`src/sv/afb_pkg.sv`:
```
// ----------------------------------------------------------------------------
// afb_pkg
// Types, codes and header byte lookup of the API frame builder.
// ----------------------------------------------------------------------------
`default_nettype none

package afb_pkg;

    localparam int unsigned MaxData = 255;

    // Frame kinds as carried on the input.
    localparam logic [1:0] KIND_AT_CMD   = 2'd0;
    localparam logic [1:0] KIND_AT_QUEUE = 2'd1;
    localparam logic [1:0] KIND_TX_REQ   = 2'd2;

    // Configuration register indexes.
    localparam logic [1:0] REG_AT_FRAME_ID      = 2'd0;
    localparam logic [1:0] REG_TX_FRAME_ID      = 2'd1;
    localparam logic [1:0] REG_BROADCAST_RADIUS = 2'd2;
    localparam logic [1:0] REG_TRANSMIT_OPTIONS = 2'd3;

    // Reset values of the configuration registers.
    localparam logic [7:0] AT_FRAME_ID_RST      = 8'h52;
    localparam logic [7:0] TX_FRAME_ID_RST      = 8'h01;
    localparam logic [7:0] BROADCAST_RADIUS_RST = 8'h00;
    localparam logic [7:0] TRANSMIT_OPTIONS_RST = 8'h00;

    // Frame bytes.
    localparam logic [7:0] START_DELIM   = 8'h7E;
    localparam logic [7:0] TYPE_AT_CMD   = 8'h08;
    localparam logic [7:0] TYPE_AT_QUEUE = 8'h09;
    localparam logic [7:0] TYPE_TX_REQ   = 8'h10;
    localparam logic [7:0] NET_ADDR_HI   = 8'hFF;
    localparam logic [7:0] NET_ADDR_LO   = 8'hFE;
    localparam logic [7:0] CHECKSUM_BASE = 8'hFF;

    // Length field offsets and header sizes including delimiter and length.
    localparam logic [15:0] LEN_AT_OFFSET = 16'd4;
    localparam logic [15:0] LEN_TX_OFFSET = 16'd14;
    localparam logic [4:0]  HDR_AT_BYTES  = 5'd7;
    localparam logic [4:0]  HDR_TX_BYTES  = 5'd17;
    localparam logic [4:0]  HDR_SUM_START = 5'd3;

    localparam int unsigned PosWidth = 5;

    typedef logic [PosWidth-1:0] pos_t;

    typedef struct packed {
        logic [7:0] at_frame_id;
        logic [7:0] tx_frame_id;
        logic [7:0] broadcast_radius;
        logic [7:0] transmit_options;
    } cfg_t;

    // Byte at a given position of the header, delimiter and length included.
    function automatic logic [7:0] header_byte(
        input pos_t        pos,
        input logic        tx,
        input logic        queue,
        input logic [15:0] len,
        input logic [63:0] addr,
        input logic [15:0] cmd,
        input cfg_t        cfg
    );
        logic [7:0] b;
        b = 8'h00;
        case (pos)
            5'd0:  b = START_DELIM;
            5'd1:  b = len[15:8];
            5'd2:  b = len[7:0];
            5'd3:  b = tx ? TYPE_TX_REQ : (queue ? TYPE_AT_QUEUE : TYPE_AT_CMD);
            5'd4:  b = tx ? cfg.tx_frame_id : cfg.at_frame_id;
            5'd5:  b = tx ? addr[63:56] : cmd[15:8];
            5'd6:  b = tx ? addr[55:48] : cmd[7:0];
            5'd7:  b = addr[47:40];
            5'd8:  b = addr[39:32];
            5'd9:  b = addr[31:24];
            5'd10: b = addr[23:16];
            5'd11: b = addr[15:8];
            5'd12: b = addr[7:0];
            5'd13: b = NET_ADDR_HI;
            5'd14: b = NET_ADDR_LO;
            5'd15: b = cfg.broadcast_radius;
            5'd16: b = cfg.transmit_options;
            default: b = 8'h00;
        endcase
        return b;
    endfunction

endpackage

`default_nettype wire

```
`src/sv/api_frame_builder.sv`:
```
// ----------------------------------------------------------------------------
// api_frame_builder
// Turns items into API frames on a byte stream with a running checksum.
// ----------------------------------------------------------------------------
//  channel   direction  handshake                 payload
//  in        input      in_valid / in_stall       frame_kind .. last_item
//  out       output     out_valid / out_stall     out_byte, frame_end, run_end
//  cfg       input      cfg_write                 cfg_index, cfg_data
//
// An item yields its bytes one per cycle while out_stall lets them move; an item
// that yields none is not held. A data item yields one byte, an opening item up
// to 19 (delimiter, length, header, data, checksum). The next item is taken in
// the cycle that its predecessor's last byte moves out.
// Reset clears the pipeline, closes any open frame and restores the registers.
// While out_stall is high the output byte holds and in_stall rises as soon as
// the item register cannot drain.
// ----------------------------------------------------------------------------
`default_nettype none

module api_frame_builder (
    input  wire logic        clk,
    input  wire logic        rst_n,
    input  wire logic        in_valid,
    output logic             in_stall,
    input  wire logic [1:0]  frame_kind,
    input  wire logic [63:0] dest_address,
    input  wire logic [15:0] at_command,
    input  wire logic [7:0]  data_count,
    input  wire logic [7:0]  data_byte,
    input  wire logic        has_data,
    input  wire logic        first_item,
    input  wire logic        last_item,
    output logic             out_valid,
    input  wire logic        out_stall,
    output logic [7:0]       out_byte,
    output logic             frame_end,
    output logic             run_end,
    input  wire logic        cfg_write,
    input  wire logic [1:0]  cfg_index,
    input  wire logic [7:0]  cfg_data
);
    import afb_pkg::*;

    typedef struct packed {
        logic        hdr;
        logic        tx;
        logic        queue;
        logic        dat;
        pos_t        last_pos;
        logic [15:0] len;
        logic [63:0] addr;
        logic [15:0] cmd;
        logic [7:0]  data;
    } item_t;

    cfg_t        cfg_reg;
    logic        in_frame_reg;
    logic [7:0]  sum_reg;
    logic        it_valid_reg;
    pos_t        pos_reg;
    item_t       it_reg;
    logic        out_valid_reg;
    logic [7:0]  out_byte_reg;
    logic        frame_end_reg;
    logic        run_end_reg;

    logic        accept;
    logic        open_now;
    logic        new_tx;
    logic        new_dat;
    logic        new_chk;
    pos_t        new_hdr_len;
    pos_t        new_count;
    logic [15:0] count_sat;
    item_t       new_item;

    logic        move;
    logic        done;
    pos_t        hdr_len;
    logic        in_hdr;
    logic        is_data;
    logic        summed;
    logic [7:0]  cur_byte;
    logic [7:0]  sum_next;

    // Decode of the incoming item.
    always_comb
    begin
        open_now    = first_item || in_frame_reg;
        new_tx      = (frame_kind == KIND_TX_REQ);
        new_dat     = has_data && open_now;
        new_chk     = last_item && open_now;
        new_hdr_len = first_item ? (new_tx ? HDR_TX_BYTES : HDR_AT_BYTES) : '0;
        new_count   = new_hdr_len + pos_t'(new_dat) + pos_t'(new_chk);
        count_sat   = ({8'h00, data_count} > 16'(MaxData)) ? 16'(MaxData)
                                                          : {8'h00, data_count};
        new_item.hdr      = first_item;
        new_item.tx       = new_tx;
        new_item.queue    = (frame_kind == KIND_AT_QUEUE);
        new_item.dat      = new_dat;
        new_item.last_pos = new_count - pos_t'(1);
        new_item.len      = count_sat + (new_tx ? LEN_TX_OFFSET : LEN_AT_OFFSET);
        new_item.addr     = dest_address;
        new_item.cmd      = at_command;
        new_item.data     = data_byte;
    end

    // Selection of the byte at the current position of the held item.
    always_comb
    begin
        hdr_len  = it_reg.hdr ? (it_reg.tx ? HDR_TX_BYTES : HDR_AT_BYTES) : '0;
        in_hdr   = pos_reg < hdr_len;
        is_data  = !in_hdr && it_reg.dat && (pos_reg == hdr_len);
        summed   = in_hdr ? (pos_reg >= HDR_SUM_START) : is_data;
        if (in_hdr)
        begin
            cur_byte = header_byte(pos_reg, it_reg.tx, it_reg.queue, it_reg.len,
                                   it_reg.addr, it_reg.cmd, cfg_reg);
        end
        else if (is_data)
        begin
            cur_byte = it_reg.data;
        end
        else
        begin
            cur_byte = CHECKSUM_BASE - sum_reg;
        end

        // The delimiter opens a fresh sum.
        if (in_hdr && (pos_reg == '0))
        begin
            sum_next = 8'h00;
        end
        else if (summed)
        begin
            sum_next = sum_reg + cur_byte;
        end
        else
        begin
            sum_next = sum_reg;
        end
    end

    assign move     = it_valid_reg && (!out_valid_reg || !out_stall);
    assign done     = move && (pos_reg == it_reg.last_pos);
    assign in_stall = it_valid_reg && !done;
    assign accept   = in_valid && !in_stall;

    always_ff @(posedge clk or negedge rst_n)
    begin
        if (!rst_n)
        begin
            cfg_reg.at_frame_id      <= AT_FRAME_ID_RST;
            cfg_reg.tx_frame_id      <= TX_FRAME_ID_RST;
            cfg_reg.broadcast_radius <= BROADCAST_RADIUS_RST;
            cfg_reg.transmit_options <= TRANSMIT_OPTIONS_RST;
        end
        else if (cfg_write)
        begin
            case (cfg_index)
                REG_AT_FRAME_ID:      cfg_reg.at_frame_id      <= cfg_data;
                REG_TX_FRAME_ID:      cfg_reg.tx_frame_id      <= cfg_data;
                REG_BROADCAST_RADIUS: cfg_reg.broadcast_radius <= cfg_data;
                REG_TRANSMIT_OPTIONS: cfg_reg.transmit_options <= cfg_data;
                default: ;
            endcase
        end
    end

    always_ff @(posedge clk or negedge rst_n)
    begin
        if (!rst_n)
        begin
            in_frame_reg  <= 1'b0;
            sum_reg       <= 8'h00;
            it_valid_reg  <= 1'b0;
            pos_reg       <= '0;
            out_valid_reg <= 1'b0;
        end
        else
        begin
            if (accept)
            begin
                in_frame_reg <= open_now && !last_item;
            end

            if (move)
            begin
                sum_reg <= sum_next;
            end

            if (accept && (new_count != '0))
            begin
                it_valid_reg <= 1'b1;
                pos_reg      <= '0;
            end
            else if (done)
            begin
                it_valid_reg <= 1'b0;
            end
            else if (move)
            begin
                pos_reg <= pos_reg + pos_t'(1);
            end

            if (move)
            begin
                out_valid_reg <= 1'b1;
            end
            else if (!out_stall)
            begin
                out_valid_reg <= 1'b0;
            end
        end
    end

    // Payload registers.
    always_ff @(posedge clk)
    begin
        if (accept && (new_count != '0))
        begin
            it_reg <= new_item;
        end
        if (move)
        begin
            out_byte_reg  <= cur_byte;
            frame_end_reg <= !in_hdr && !is_data;
            run_end_reg   <= (pos_reg == it_reg.last_pos);
        end
    end

    assign out_valid = out_valid_reg;
    assign out_byte  = out_byte_reg;
    assign frame_end = frame_end_reg;
    assign run_end   = run_end_reg;

endmodule

`default_nettype wire

```
`config.mk`:
```
export PLATFORM = sky130hd
export DESIGN_NAME = api_frame_builder
export DESIGN_NICKNAME = d
export VERILOG_FILES = /design/src/sv/afb_pkg.sv /design/src/sv/api_frame_builder.sv
export SDC_FILE = /design/constraint.sdc
export NUM_CORES = 1
export LEC_CHECK = 0
export BUFFER_PORTS_ARGS = -buffer_cell sky130_fd_sc_hd__buf_2
export CAP_MARGIN = 10
export CORE_MARGIN = 5
export CORE_UTILIZATION = 30
export CTS_CLUSTER_SIZE = 8
export DETAILED_ROUTE_END_ITERATION = 7
export PLACE_DENSITY = 0.51
export SLEW_MARGIN = 30
export SYNTH_ARGS = -nofsm -noshare
export SYNTH_HDL_FRONTEND = slang
export SYNTH_SLANG_ARGS = --single-unit
```
`constraint.sdc`:
```
create_clock -name clk -period 12.2 [get_ports clk]
set_clock_uncertainty 0.1 [all_clocks]
set_input_delay 2.44 -clock clk [delete_from_list [all_inputs] [get_ports clk]]
set_output_delay 2.44 -clock clk [all_outputs]
set_load 0.005 [all_outputs]
```
* After elaboration in Yosys (flattened, before gate mapping)
Cells that the tools add are included.
** Word-level totals
- Register bits :: 171
- Input port bits :: 116
- Output and inout bits :: 12
- Word-level logic and storage cells :: 111
** Cells by class
- $add $sub $neg :: 7
- Order comparisons :: 2
- Eq/ne operators :: 25
- Muxes and demuxes :: 23
- Reductions and logical operators :: 33
** Operators with widths (number)
- 8-bit one-hot mux with 17 select lines :: 1
- 8-bit 2-to-1 mux :: 7
- 5-bit by 4-bit == test with 1-bit output, second input constant :: 8
- 5-bit 2-to-1 mux :: 8
- 5-bit by 3-bit == test with 1-bit output, second input constant :: 4
- 1-bit logical AND :: 12
- 2-bit AND reduction :: 6
- 5-bit by 1-bit adder with 5-bit output :: 2
- 5-bit by 2-bit == test with 1-bit output, second input constant :: 2
- 5-bit == test :: 2
- 8-bit by 4-bit adder with 9-bit output :: 1
- 8-bit adder :: 1
- 8-bit subtractor, first input constant :: 1
- 1-bit logical NOT :: 7
- 2-bit == test, second input constant :: 3
- 1-bit 2-to-1 mux :: 6
- 2-bit nonzero test :: 3
- 5-bit by 1-bit adder with 5-bit output, second input constant :: 1
- 5-bit by 1-bit == test with 1-bit output, second input constant :: 1
- 5-bit == test, second input constant :: 1
- 5-bit by 2-bit greater-or-equal comparator with 1-bit output, second input constant :: 1
- 5-bit logical NOT :: 1
- 5-bit less-than comparator :: 1
- 5-bit nonzero test :: 1
- other kinds (6) :: 9

* Longest topological paths before layout
- Depth after elaboration :: 11
- Gate-level depth with buffers :: 22
- Mapped depth without buffers :: 19

* Worst setup path after synthesis
Ideal clock, no wire load.
- Kind :: input-to-reg
- Start :: input port first_item
- End :: register it_reg[0] (netlist bit) (enable)
- Setup time :: 505 ps
- Arrival time :: 6420 ps
- Required time :: 11595 ps
- Slack :: 5174 ps
- Cell stages on the path :: 7
- Buffers on the path :: 0
- Cells stage by stage :: o21a_1 > ha_1 > a21o_1 > ha_1 > inv_1 > ha_1 > a21boi_2
** Between the ends
- Cells in the longest elaborated chain, start to end :: 6
- Elaborated cells between the ends (all ways) :: 8
- Classes of those cells :: add/sub (2); mux (1); reduce/logical (5)
** RTL lines
- from (decl) :: line api_frame_builder.sv:31 : input wire logic first_item,
- 1-bit logical OR :: line api_frame_builder.sv:89 : open_now = first_item || in_frame_reg;
- 1-bit logical AND :: line api_frame_builder.sv:91 : new_dat = has_data && open_now;
- 5-bit by 1-bit adder with 5-bit output :: line api_frame_builder.sv:94 : new_count = new_hdr_len + pos_t'(new_dat) + pos_t'(new_chk);
- 5-bit by 1-bit adder with 5-bit output * :: line api_frame_builder.sv:94
- 5-bit nonzero test * :: line api_frame_builder.sv:220 : if (accept && (new_count != '0))
- 1-bit logical AND * :: line api_frame_builder.sv:220
- to (signal assigned) :: line api_frame_builder.sv:222 : it_reg <= new_item;
- to (decl) :: line api_frame_builder.sv:61 : item_t it_reg;
Mark *: on every way between the ends. The rest lies on a longest branch, timed or not.
A chain may end at the register's enable or synchronous reset.

* Final worst setup path
- Start :: input port out_stall
- End :: output port in_stall
** Between the ends
- Cells in the longest elaborated chain, start to end :: 6
** RTL lines
- from (decl) :: line api_frame_builder.sv:34 : input wire logic out_stall,
- 1-bit logical NOT
- 1-bit logical OR :: line api_frame_builder.sv:144 : assign move = it_valid_reg && (!out_valid_reg || !out_stall);
- 1-bit logical AND :: line api_frame_builder.sv:144
- 1-bit logical AND :: line api_frame_builder.sv:145 : assign done = move && (pos_reg == it_reg.last_pos);
- 1-bit logical NOT :: line api_frame_builder.sv:146 : assign in_stall = it_valid_reg && !done;
- 1-bit logical AND :: line api_frame_builder.sv:146
- to (decl) :: line api_frame_builder.sv:24 : output logic in_stall,
No other way between the ends.

==> metrics.log <==
INFO  metric grt_max_degree = 72
INFO  metric placed_cell_area = 8429 um2
INFO  metric preCtsSetupSlack = 6369 ps
INFO  metric grt_setup_unrepaired = no
INFO  metric final.period_utilization = 0.4485
INFO  metric fp.dieW = 167.0 um
INFO  metric postCtsHoldBufs = 0
INFO  metric tritoncts = built
INFO  metric holdPathStages = 1
INFO  metric vdd.ir_drop.worst = 0.0001029 V
INFO  metric timing.setup.tns = 0 ps
INFO  metric synthToLayoutAreaGrowth = 21.57%
INFO  metric worst_path_dominant_cell_family = buffers and inverters
INFO  metric fin_hold_ws = between 300 and 400 ps
INFO  metric syn_nets = 668
INFO  metric clkTransAtPathRegs = 70 ps
INFO  metric cts.sink_count = between 150 and 200
INFO  metric outcome = completed
INFO  metric nFillCells = about 2300
INFO  metric cellInternalPower = between 1000 and 1500 uW
INFO  metric worst_hold_path.endpoint = out_valid
INFO  metric layout-drive-gt1-share = 0.3234
INFO  metric grt-ovfl-total = 0
INFO  metric post_cts_buffers = 0
INFO  metric worstReg2RegStart = pos_reg[4]
INFO  metric timing.critical_path.mode_cell = buf_2
INFO  metric yosys_most_used_dff = edfxtp_1
INFO  metric drt-wirelength-per-cell = ~20 um
INFO  metric comb_power_share = 0.351
INFO  metric sequentialPowerShare = 0.402
INFO  metric critPathSlowestCell = a21bo_1
INFO  metric critPathRequiredTime = roughly 9700 ps
INFO  metric power.switching = 733.6 uW
INFO  metric finalHoldViolCount = 0
INFO  metric design.portCount = 128
INFO  metric startpoint_of_the_lowest_slack_hold_path = it_valid_reg
INFO  metric maxClockFrequency = 182.8 MHz
INFO  metric floorplan.die_area = 27890 um2
INFO  metric dr_total_vias = 4838
INFO  metric final_setup_violating_endpoints = 0
INFO  metric reg2reg_setup_slack = 7350 ps
INFO  metric htreeDepth = 4
INFO  metric insertion_delay = between 400 and 500 ps
INFO  metric timing_worst_setup_path_type = primary input to primary output
INFO  metric firstDrtPassIters = 5
INFO  metric timing.max_slew.rel_slack = 0.3701
INFO  metric powerDensity = 226.6 nW/um2
INFO  metric start_util = 0.3041
INFO  metric startpoint_type = primary input
INFO  metric layout_setup_ws = 6728 ps
INFO  metric p_sw_frac = 0.3601
INFO  metric track_usage = 0.1441
INFO  metric worstMarginPinSlew = 944.9 ps
INFO  metric rows = 57
INFO  metric synth_seq_cells = 164
INFO  metric yosys_warnings = 0
INFO  metric r2r.worst_path.cells = 16
INFO  metric cts-root-to-sink-buffers = 2
INFO  metric ys_types = 62
INFO  metric via_per_inst = 4.838
INFO  metric largest_reg_flops = between 100 and 150
INFO  metric final_area = roughly 9000 um2
INFO  metric netlist_area = 7396 um2
INFO  metric critical_path_buf_inv_count = 3
INFO  metric cap_viol_max_count = 0
INFO  metric worstHoldPathType = flip-flop to flip-flop
INFO  metric post_cts.resized_instances = 0
INFO  metric tritoncts.num_buffers = 17
INFO  metric ff_latch_area = 4690 um2
INFO  metric worstPathMaxFanout = 3
INFO  metric routed_wl = 19990 um
INFO  metric power.static_leakage = 0.003504 uW
INFO  metric grt_first_pass_wirelength = 30710 um
INFO  metric detail_route.drc_violations = 0
INFO  metric worstReg2RegEnd = sum_reg[7]
INFO  metric critical_path.endpoint_type = primary output
INFO  metric place_hpwl = 14380 um
INFO  metric biggest_cell_delay_along_the_critical_path = 180 ps
INFO  metric grt_antenna_before_repair = 3
INFO  metric synth_edf_count = ~120
INFO  metric async_flop_share = 0.2927
INFO  metric finalCriticalPeriod = 5472 ps
INFO  metric synth_cells = 527
INFO  metric clkPwrFrac = 0.247
INFO  metric syn_avg_cell_area = 14.03 um2
INFO  metric core_region_area = about 24000 um2
INFO  metric die_height = 167.0 um
INFO  metric drt_iter0_drc = roughly 250
INFO  metric gp_congestion = between 0.8 and 0.9
INFO  metric postRouteAntennaNets = 0
INFO  metric cp_data_arrival_time = 2930 ps
INFO  metric final_max_slew_viol_count = 0
INFO  metric synth_seq_area_share = 0.6341
INFO  metric multi_input_area = between 2000 and 3000 um2
INFO  metric utilization = 0.3697
INFO  metric placement.io_buffers = 127
INFO  metric crit_path_cell_trace = buf_2 > nand2_1 > a21bo_1 > inv_1 > buf_2
INFO  metric clock-root-buffer = clkbuf_16
INFO  metric count_of_nets_after_finishing = about 800
INFO  metric first_global_vias = 5280
cells in the mapped netlist, types with 4 or more instances:
| library cell | number | area [um2] |
|---|---|---|
| nor2_1 | 17 | 63.81 |
| edfxtp_1 | 116 | 3483 |
| a222oi_1 | 6 | 60.06 |
| mux2_2 | 40 | 450.4 |
| mux2i_1 | 17 | 170.2 |
| dfrtp_1 | 44 | 1101 |
| nand2b_1 | 7 | 43.79 |
| o31ai_1 | 5 | 37.54 |
| o21ai_0 | 14 | 70.07 |
| dfstp_2 | 4 | 105.1 |
| a21oi_1 | 15 | 75.07 |
| nand2_1 | 36 | 135.1 |
| a22o_1 | 6 | 52.55 |
| ha_1 | 23 | 287.8 |
| xnor2_1 | 9 | 78.83 |
| nand4_1 | 7 | 43.79 |
| nor3_1 | 9 | 45.04 |
| nor2b_1 | 11 | 68.82 |
| buf_2 | 10 | 50.05 |
| xor2_1 | 10 | 87.58 |
| nand3_1 | 9 | 45.04 |
| clkbuf_1 | 7 | 26.28 |
| a211oi_1 | 6 | 45.04 |
| a221oi_1 | 5 | 43.79 |
| a22oi_1 | 12 | 90.09 |
| and3_1 | 4 | 25.02 |
| inv_1 | 17 | 63.81 |
cell families (layout without fill, tap and decap cells):
logic type	Yosys count	in the layout	synth area share
simple gates	125	125	0.09745
buf+inv	37	184	0.02047
flops	164	164	0.6341
xor+xnor	19	19	0.02250
fa+ha+maj	25	25	0.04432
compound gates	100	100	0.09728
other cells	0	2	0
mux	57	57	0.08391
worst register-to-register path, stage by stage, from the launching register on:
cell and delay (ps):
dfrtp_1 880, ha_1 380, nand4b_1 140, o21bai_1 100, or2_1 400, nor2_1 510
nand4_1 290, a211oi_1 270, a21oi_1 110, ha_1 380, nand3_1 80, o211ai_1 200
nor4_1 70, nor3_1 330, xor2_1 230, o21bai_1 80, a22o_1 190
stage by stage:
stage	std cells	power, uW
after CTS	998	2054
after floorplan	527	1316
after global placement	966	1522
after global routing	999	2166
final	1000	2037
after detailed placement	966	1545
final cells by class:
type,instances,share of cell area
sequential,164,0.5216
multi-input combinational,326,0.2874
timing repair buffer,135,0.07737
clock buffer,17,0.04731
tap,324,0.04509
clock inverter,15,0.01364
inverter,17,0.007097
antenna,2,0.0005566
layout by cell type, fill, tap and decap left out, drive strengths merged, types with 4 or more instances in the layout:
| cell type | Yosys | final |
|---|---|---|
| a21oi | 15 | 15 |
| xnor2 | 9 | 9 |
| o31ai | 5 | 5 |
| clkbuf | 7 | 17 |
| inv | 17 | 23 |
| dfstp | 4 | 4 |
| dfrtp | 44 | 44 |
| xor2 | 10 | 10 |
| nand4 | 7 | 7 |
| a22oi | 12 | 12 |
| nand2 | 36 | 36 |
| nand3 | 9 | 9 |
| nand2b | 7 | 7 |
| a222oi | 6 | 6 |
| a22o | 6 | 6 |
| a221oi | 5 | 5 |
| and4bb | 4 | 4 |
| edfxtp | 116 | 116 |
| mux2 | 40 | 40 |
| a211oi | 6 | 6 |
| ha | 23 | 23 |
| mux2i | 17 | 17 |
| buf | 13 | 135 |
| and3 | 4 | 4 |
| nor3 | 9 | 9 |
| o21ai | 16 | 16 |
| nor2b | 11 | 11 |
| clkinv | 0 | 6 |
| nor2 | 17 | 17 |
per-layer routing:
| layer | up-vias | GRT usage | wire [um] |
|---|---|---|---|
| met4 | 4 | 0.04305 | 287 |
| met5 | - | 0 | 27 |
| met3 | 23 | 0.03603 | 740 |
| met1 | 2409 | 0.1889 | 9043 |
| li1 | 2294 | - | - |
| met2 | 108 | 0.2369 | 9895 |
worst max path at each step:
stage | startpoint | end | slack [ps] | cells after the start
2_1_floorplan | first_item | it_reg[0] | 5170 | 7
3_3_place_gp | first_item | it_reg[37] | 6510 | 12
3_5_place_dp | first_item | it_reg[37] | 6370 | 12
4_1_cts | out_stall | in_stall | 6720 | 5
5_1_grt | first_item | it_reg[42] | 6650 | 12
6_report | out_stall | in_stall | 6730 | 5
power by group through the flow:
| stage | Combinational [uW] | Sequential, uW | Clock, uW |
|---|---|---|---|
| 3_5_place_dp | 716 | 829 | 0 |
| 2_1_floorplan | 514 | 802 | 0 |
| 6_report | 716 | 819 | 503 |
| 5_1_grt | 795 | 831 | 539 |
| 3_3_place_gp | 697 | 825 | 0 |
| 4_1_cts | 719 | 819 | 516 |
Note: power is estimated with default switching activity, not from simulation.
